--- src/mscg_pkg.sv ---
// shared widths, register index codes and stage types for the color gradient
`default_nettype none

package mscg_pkg;

    localparam int POS_W        = 16;
    localparam int CHAN_W       = 8;
    localparam int COLOR_W      = 3 * CHAN_W;
    localparam int STOP_W       = POS_W + COLOR_W;
    localparam int COUNT_W      = 3;
    localparam int CFG_IDX_W    = 3;
    localparam int CFG_DATA_W   = STOP_W;
    localparam int T_W          = POS_W + 1;
    localparam int PROD_W       = CHAN_W + T_W;

    localparam int NUM_STOPS_DEFAULT = 4;
    localparam int MAX_STOPS         = 4;

    localparam int DIV_STEPS_PER_STAGE = 2;
    localparam int DIV_STAGES          = POS_W / DIV_STEPS_PER_STAGE;

    localparam logic [CFG_IDX_W-1:0] CFG_STOP_COUNT = 3'd0;
    localparam logic [CFG_IDX_W-1:0] CFG_STOP_0     = 3'd1;

    localparam logic [COUNT_W-1:0] STOP_COUNT_RESET = 3'd2;
    localparam logic [STOP_W-1:0]  STOP_FIRST_RESET = '0;
    localparam logic [STOP_W-1:0]  STOP_OTHER_RESET = '1;

    typedef struct packed {
        logic [POS_W-1:0]   off;
        logic [POS_W-1:0]   span;
        logic [COLOR_W-1:0] ca;
        logic [COLOR_W-1:0] cb;
    } seg_t;

    typedef struct packed {
        logic [POS_W-1:0]   rem;
        logic [T_W-1:0]     quo;
        logic [POS_W-1:0]   span;
        logic [COLOR_W-1:0] ca;
        logic [COLOR_W-1:0] cb;
    } div_stage_t;

endpackage

`default_nettype wire

--- src/multi_stop_color_gradient.sv ---
// multi-stop linear color gradient: stop search, pipelined divider, channel blend
// throughput: one transaction per cycle while m_ready holds up; depth is set by the 16-step restoring
// divider for the blend weight, two quotient bits per pipeline stage
// every stage has its own valid bit, so bubbles are squeezed out under back-pressure
// reset (aresetn low, synchronous) empties the pipeline and loads the register defaults
`default_nettype none

module multi_stop_color_gradient #(
    parameter int NUM_STOPS = mscg_pkg::NUM_STOPS_DEFAULT
) (
    input  wire logic                             aclk,
    input  wire logic                             aresetn,
    input  wire logic                             cfg_wr_en,
    input  wire logic [mscg_pkg::CFG_IDX_W-1:0]   cfg_index,
    input  wire logic [mscg_pkg::CFG_DATA_W-1:0]  cfg_data,
    input  wire logic                             s_valid,
    output logic                                  s_ready,
    input  wire logic [mscg_pkg::POS_W-1:0]       s_position,
    output logic                                  m_valid,
    input  wire logic                             m_ready,
    output logic [mscg_pkg::CHAN_W-1:0]           m_red,
    output logic [mscg_pkg::CHAN_W-1:0]           m_green,
    output logic [mscg_pkg::CHAN_W-1:0]           m_blue
);
    import mscg_pkg::*;

    localparam int HIT_W = (NUM_STOPS > 1) ? $clog2(NUM_STOPS) : 1;

    // configuration registers
    logic [COUNT_W-1:0] stop_count_reg;
    logic [STOP_W-1:0]  stop_reg [NUM_STOPS];

    // pipeline registers
    logic               in_valid_reg;
    logic [POS_W-1:0]   in_pos_reg;
    logic               seg_valid_reg;
    seg_t               seg_reg;
    seg_t               seg_next;
    logic [DIV_STAGES:0] dv_valid_reg;
    div_stage_t         dv_reg  [DIV_STAGES+1];
    div_stage_t         dv_next [DIV_STAGES+1];
    logic               mul_valid_reg;
    logic [PROD_W-1:0]  mul_a_reg [3];
    logic [PROD_W-1:0]  mul_b_reg [3];
    logic               m_valid_reg;
    logic [CHAN_W-1:0]  chan_reg  [3];
    logic [CHAN_W-1:0]  chan_next [3];

    // stage enables
    logic                out_en;
    logic                mul_en;
    logic [DIV_STAGES:0] dv_en;
    logic                seg_en;

    always_comb begin
        out_en = !m_valid_reg || m_ready;
        mul_en = !mul_valid_reg || out_en;
        dv_en[DIV_STAGES] = !dv_valid_reg[DIV_STAGES] || mul_en;
        for (int k = DIV_STAGES - 1; k >= 0; k--) begin
            dv_en[k] = !dv_valid_reg[k] || dv_en[k+1];
        end
        seg_en = !seg_valid_reg || dv_en[0];
    end

    assign s_ready = !in_valid_reg || seg_en;

    // configuration writes
    always_ff @(posedge aclk) begin
        if (!aresetn) begin
            stop_count_reg <= STOP_COUNT_RESET;
            for (int i = 0; i < NUM_STOPS; i++) begin
                stop_reg[i] <= (i == 0) ? STOP_FIRST_RESET : STOP_OTHER_RESET;
            end
        end else if (cfg_wr_en) begin
            if (cfg_index == CFG_STOP_COUNT) begin
                stop_count_reg <= cfg_data[COUNT_W-1:0];
            end
            for (int i = 0; i < NUM_STOPS; i++) begin
                if (cfg_index == CFG_STOP_0 + CFG_IDX_W'(i)) begin
                    stop_reg[i] <= cfg_data[STOP_W-1:0];
                end
            end
        end
    end

    // stop search and segment select
    always_comb begin : seg_blk
        logic [COUNT_W-1:0] cnt;
        logic [HIT_W-1:0]   hit;
        logic [HIT_W-1:0]   last;
        logic               found;
        logic [STOP_W-1:0]  cur;
        logic [STOP_W-1:0]  prv;
        logic [STOP_W-1:0]  lst;
        if (stop_count_reg == '0) begin
            cnt = COUNT_W'(1);
        end else if (stop_count_reg > COUNT_W'(NUM_STOPS)) begin
            cnt = COUNT_W'(NUM_STOPS);
        end else begin
            cnt = stop_count_reg;
        end
        last  = HIT_W'(cnt - COUNT_W'(1));
        found = 1'b0;
        hit   = '0;
        for (int i = NUM_STOPS - 1; i >= 0; i--) begin
            if (COUNT_W'(i) < cnt && in_pos_reg <= stop_reg[i][STOP_W-1:COLOR_W]) begin
                found = 1'b1;
                hit   = HIT_W'(i);
            end
        end
        cur = stop_reg[0];
        prv = stop_reg[0];
        lst = stop_reg[0];
        for (int i = 0; i < NUM_STOPS; i++) begin
            if (hit == HIT_W'(i)) begin
                cur = stop_reg[i];
            end
            if (i + 1 < NUM_STOPS && hit == HIT_W'(i + 1)) begin
                prv = stop_reg[i];
            end
            if (last == HIT_W'(i)) begin
                lst = stop_reg[i];
            end
        end
        // end segments bypass the blend with a zero weight
        if (!found) begin
            seg_next.off  = '0;
            seg_next.span = POS_W'(1);
            seg_next.ca   = lst[COLOR_W-1:0];
            seg_next.cb   = lst[COLOR_W-1:0];
        end else if (hit == '0) begin
            seg_next.off  = '0;
            seg_next.span = POS_W'(1);
            seg_next.ca   = cur[COLOR_W-1:0];
            seg_next.cb   = cur[COLOR_W-1:0];
        end else begin
            seg_next.off  = in_pos_reg - prv[STOP_W-1:COLOR_W];
            seg_next.span = cur[STOP_W-1:COLOR_W] - prv[STOP_W-1:COLOR_W];
            seg_next.ca   = prv[COLOR_W-1:0];
            seg_next.cb   = cur[COLOR_W-1:0];
        end
    end

    // divider: integer bit first, then two fraction bits per stage
    always_comb begin : div_blk
        div_stage_t       s;
        logic [POS_W:0]   r2;
        logic             q16;
        q16 = (seg_reg.off == seg_reg.span);
        dv_next[0].rem  = q16 ? '0 : seg_reg.off;
        dv_next[0].quo  = {{POS_W{1'b0}}, q16};
        dv_next[0].span = seg_reg.span;
        dv_next[0].ca   = seg_reg.ca;
        dv_next[0].cb   = seg_reg.cb;
        for (int k = 1; k <= DIV_STAGES; k++) begin
            s = dv_reg[k-1];
            for (int j = 0; j < DIV_STEPS_PER_STAGE; j++) begin
                r2 = {s.rem, 1'b0};
                if (r2 >= {1'b0, s.span}) begin
                    s.rem = POS_W'(r2 - {1'b0, s.span});
                    s.quo = {s.quo[T_W-2:0], 1'b1};
                end else begin
                    s.rem = r2[POS_W-1:0];
                    s.quo = {s.quo[T_W-2:0], 1'b0};
                end
            end
            dv_next[k] = s;
        end
    end

    // blend sum
    always_comb begin
        for (int c = 0; c < 3; c++) begin
            chan_next[c] = CHAN_W'((mul_a_reg[c] + mul_b_reg[c]) >> POS_W);
        end
    end

    // valid bits
    always_ff @(posedge aclk) begin
        if (!aresetn) begin
            in_valid_reg  <= 1'b0;
            seg_valid_reg <= 1'b0;
            dv_valid_reg  <= '0;
            mul_valid_reg <= 1'b0;
            m_valid_reg   <= 1'b0;
        end else begin
            if (s_ready) begin
                in_valid_reg <= s_valid;
            end
            if (seg_en) begin
                seg_valid_reg <= in_valid_reg;
            end
            if (dv_en[0]) begin
                dv_valid_reg[0] <= seg_valid_reg;
            end
            for (int k = 1; k <= DIV_STAGES; k++) begin
                if (dv_en[k]) begin
                    dv_valid_reg[k] <= dv_valid_reg[k-1];
                end
            end
            if (mul_en) begin
                mul_valid_reg <= dv_valid_reg[DIV_STAGES];
            end
            if (out_en) begin
                m_valid_reg <= mul_valid_reg;
            end
        end
    end

    // payload
    always_ff @(posedge aclk) begin
        if (s_ready) begin
            in_pos_reg <= s_position;
        end
        if (seg_en) begin
            seg_reg <= seg_next;
        end
        for (int k = 0; k <= DIV_STAGES; k++) begin
            if (dv_en[k]) begin
                dv_reg[k] <= dv_next[k];
            end
        end
        if (mul_en) begin
            for (int c = 0; c < 3; c++) begin
                mul_a_reg[c] <= PROD_W'(dv_reg[DIV_STAGES].ca[(2-c)*CHAN_W +: CHAN_W])
                                * PROD_W'((T_W'(1) << POS_W) - dv_reg[DIV_STAGES].quo);
                mul_b_reg[c] <= PROD_W'(dv_reg[DIV_STAGES].cb[(2-c)*CHAN_W +: CHAN_W])
                                * PROD_W'(dv_reg[DIV_STAGES].quo);
            end
        end
        if (out_en) begin
            for (int c = 0; c < 3; c++) begin
                chan_reg[c] <= chan_next[c];
            end
        end
    end

    assign m_valid = m_valid_reg;
    assign m_red   = chan_reg[0];
    assign m_green = chan_reg[1];
    assign m_blue  = chan_reg[2];

    // input side only stalls when every stage holds a transaction
    assert property (@(posedge aclk) disable iff (!aresetn)
        !s_ready |-> (in_valid_reg && seg_valid_reg && (&dv_valid_reg)
                      && mul_valid_reg && m_valid_reg && !m_ready))
        else $error("input stalled with a free pipeline stage");

    // offset never passes the span, so the weight stays within one
    assert property (@(posedge aclk) disable iff (!aresetn)
        seg_valid_reg |-> (seg_reg.off <= seg_reg.span && seg_reg.span != '0))
        else $error("segment offset beyond span");

    // divider remainder stays below the divisor
    assert property (@(posedge aclk) disable iff (!aresetn)
        dv_valid_reg[DIV_STAGES] |-> (dv_reg[DIV_STAGES].rem < dv_reg[DIV_STAGES].span))
        else $error("divider remainder out of range");

    // weight is at most one in 1.16 format
    assert property (@(posedge aclk) disable iff (!aresetn)
        dv_valid_reg[DIV_STAGES] |-> (dv_reg[DIV_STAGES].quo <= (T_W'(1) << POS_W)))
        else $error("blend weight above one");

endmodule

`default_nettype wire

--- config.mk ---
export PLATFORM = sky130hd
export DESIGN_NAME = multi_stop_color_gradient
export DESIGN_NICKNAME = d
export VERILOG_FILES = /design/src/mscg_pkg.sv /design/src/multi_stop_color_gradient.sv
export SDC_FILE = /design/constraint.sdc
export NUM_CORES = 2
export LEC_CHECK = 0
export BUFFER_PORTS_ARGS = -buffer_cell sky130_fd_sc_hd__buf_2
export CAP_MARGIN = 20
export CELL_PAD_IN_SITES_DETAIL_PLACEMENT = 0
export CELL_PAD_IN_SITES_GLOBAL_PLACEMENT = 2
export CORE_MARGIN = 5
export CORE_UTILIZATION = 30
export CTS_CLUSTER_DIAMETER = 80
export DETAILED_ROUTE_END_ITERATION = 12
export PLACE_DENSITY = 0.63
export SYNTH_ARGS = -nofsm -noshare
export SYNTH_HDL_FRONTEND = slang
export SYNTH_SLANG_ARGS = --single-unit
--- constraint.sdc ---
create_clock -name aclk -period 8.5 [get_ports aclk]
set_clock_uncertainty 0.15 [all_clocks]
set_input_delay 2.55 -clock aclk [delete_from_list [all_inputs] [get_ports aclk]]
set_output_delay 2.55 -clock aclk [all_outputs]
set_load 0.01 [all_outputs]
==> impl_metrics.json <==
{
  "cts_resized": 0,
  "drtIter0Drc": 2852,
  "layout_commonest_cell": "edfxtp_1",
  "finish.instance_area_mm2": 0.0938,
  "dieWidth_um": 539,
  "via_count": 53300,
  "routedWlPerCell_um": 19.9,
  "setup_viol": 0,
  "grt_start_max_net_pins": 97,
  "post_cts_buffers": 0,
  "grt_pass1_vias": 56300,
  "drv_cap": 0,
  "path_cells": "buf_2 -> nor2b_1 -> buf_4 -> and3_1 -> and2_1 -> and3_1 -> and3_1 -> and3_1 -> and2_1 -> nand3_1 -> buf_2",
  "cts_sinks": 1209,
  "synth-seq-cells": 1209,
  "route.detailed.drc": 0,
  "maxSlewViolCount": 0,
  "fin_tns_setup_ns": 0,
  "area_growth_pct": 11.6,
  "nNetsFinal": 8877,
  "synthArstFlopShare_pct": 0,
  "postRouteAntennaNets": 0,
  "die_h_um": 539,
  "synthCells": 7480,
  "antenna_found_initial": 17,
  "htree_levels": 4,
  "core_mm2": 0.279,
  "vias_per_cell": 4.67,
  "synth_flop_cell": "edfxtp_1",
  "max_freq_mhz": 129,
  "cts_buffers": 144,
  "cp-end-kind": "output port",
  "crit_path_top_delay_cell": "and3_1",
  "wl_mm": 228,
  "layout_common_cells": "edfxtp_1, inv_1, ha_1",
  "final_layout_size_suffix_gt1_share_pct": 10.1,
  "synthesis.area_mm2": 0.0841,
  "crit_arrival_ns": 5.05,
  "grt_usage_pct": 15.5,
  "hold_class": "flop to flop",
  "yosysWarnings": 0,
  "insertion_delay_ns": 0.82,
  "grt-ovfl-total": 0,
  "start_kind": "input port",
  "synth_edf_count": 1193,
  "fin_crit_ns": 7.75,
  "cts_tree": "done",
  "gp_congestion": 0.840,
  "final_hold_viol_count": 0,
  "dieArea_mm2": 0.291,
  "rsz0062_at_grt": "no",
  "clkTransAtPathRegs_ns": 0.05,
  "synth_cell_types": 97,
  "critPathKind": "input port to output port",
  "cts_buffer_depth": 4,
  "required_ns": 5.80,
  "critical_path_buf_inv_count": 3,
  "cp_max_fo": 5,
  "dpl.hpwl_mm": 178,
  "io_pins": 90,
  "placementRows": 194,
  "cp_top_family": "simple AND/OR/NAND/NOR gates",
  "cts_hold_buffers": 0,
  "cts_root_buf": "clkbuf_16",
  "fin_crit_sh_pct": 91.1,
  "portBuffers": 89,
  "postPlaceCellArea_mm2": 0.0893,
  "max_stage_delay_ns": 0.34,
  "ys_seq_area_share_pct": 43.0,
  "synth_area_per_cell_um2": 11.2,
  "relSlewSlack_pct": 24.5,
  "fin_util_pct": 33.6,
  "grt_pass1_wl_mm": 349,
  "largest_reg_flops": 769,
  "drtPass1Iterations": 12,
  "path_common_cell": "and3_1",
  "status": "completed",
  "tightest_slew_ns": 1.13,
  "synth_nets": 8775,
  "start_util_pct": 30.1
}
## cell type report
cell class              count  area, µm²
inverters                 934       3510
flip-flops and latches   1209      36100
repair buffers            206       1340
clock inverters            73        696
diodes                      5       12.5
clock buffers             175       3780
multi-input cells        5087      43700
well taps                3724       4660
fillers                 28100     185000
## cells by family after synthesis
| logic type | Yosys count | share of synthesized area [%] |
|---|---|---|
| AND/OR/NAND/NOR | 2166 | 13.0 |
| adder cells (fa/ha/maj) | 1235 | 23.7 |
| flip-flops | 1209 | 43.0 |
| buffers and inverters | 1184 | 5.32 |
| AO/OA/AOI/OAI | 1138 | 8.75 |
| XOR/XNOR | 346 | 3.61 |
| multiplexers | 202 | 2.64 |
## cells in the mapped netlist, types with 9 or more instances
| cell | count | share of area [%] |
|---|---|---|
| mux2i_1 | 42 | 0.50 |
| or2_2 | 133 | 0.99 |
| a21oi_1 | 362 | 2.2 |
| a22oi_1 | 10 | 0.089 |
| o211ai_1 | 22 | 0.20 |
| nand4_1 | 67 | 0.50 |
| and2_1 | 556 | 4.1 |
| nor2_1 | 367 | 1.6 |
| nor4_1 | 37 | 0.28 |
| xnor2_1 | 260 | 2.7 |
| nor2b_1 | 68 | 0.51 |
| a211oi_1 | 66 | 0.59 |
| a31oi_1 | 18 | 0.13 |
| buf_1 | 22 | 0.098 |
| nand2b_1 | 51 | 0.38 |
| o31a_1 | 9 | 0.094 |
| o22ai_1 | 11 | 0.082 |
| fa_1 | 594 | 14 |
| and3_1 | 27 | 0.20 |
| o21a_1 | 86 | 0.77 |
| o21bai_1 | 12 | 0.11 |
| ha_1 | 637 | 9.5 |
| inv_1 | 934 | 4.2 |
| nor3_1 | 104 | 0.62 |
| o31ai_1 | 13 | 0.12 |
| a211o_1 | 11 | 0.11 |
| clkbuf_1 | 218 | 0.97 |
| or3_1 | 25 | 0.19 |
| dfxtp_1 | 16 | 0.38 |
| xor2_1 | 85 | 0.89 |
| nand2_1 | 636 | 2.8 |
| a222oi_1 | 25 | 0.30 |
| a31o_2 | 16 | 0.17 |
| mux2_2 | 160 | 2.1 |
| a21o_1 | 97 | 0.87 |
| o21ai_0 | 223 | 1.3 |
| nand3_1 | 53 | 0.32 |
| or4_1 | 9 | 0.080 |
| a21boi_0 | 63 | 0.56 |
| edfxtp_1 | 1193 | 43 |
## metal layers
layer  up-vias  part of all wire [%]  GRT usage, %
li1      25800                     -             -
met1     26500                    44          19.7
met2       779                    50          27.7
met3       267                   3.0          1.77
met4         0                   3.0          4.59
met5         -                     0             0
## through the flow
stage                     hold WS [ns]  instances  setup WS (ns)
final                            0.251      11400          0.754
after global routing             0.258      11400          0.273
after CTS                        0.231      11400          0.726
after detailed placement         0.255      11200          0.741
after global placement           0.252      11200          0.760
after floorplan                  0.250       7480           1.34
## worst paths after layout
kind,depth (start not counted),to,slack (ns),start
setup reg to reg,29,dv_reg[0][279],0.99,dv_reg[0][146]
setup / recovery,11,s_ready,0.75,m_ready
hold reg to reg,0,dv_reg[0][23],0.25,dv_next[799]
hold / removal,0,dv_reg[0][23],0.25,dv_next[799]
Power is left out: the tool's default activity adds up to more than one toggle a clock period on the data nets, which glitch-free logic cannot reach.
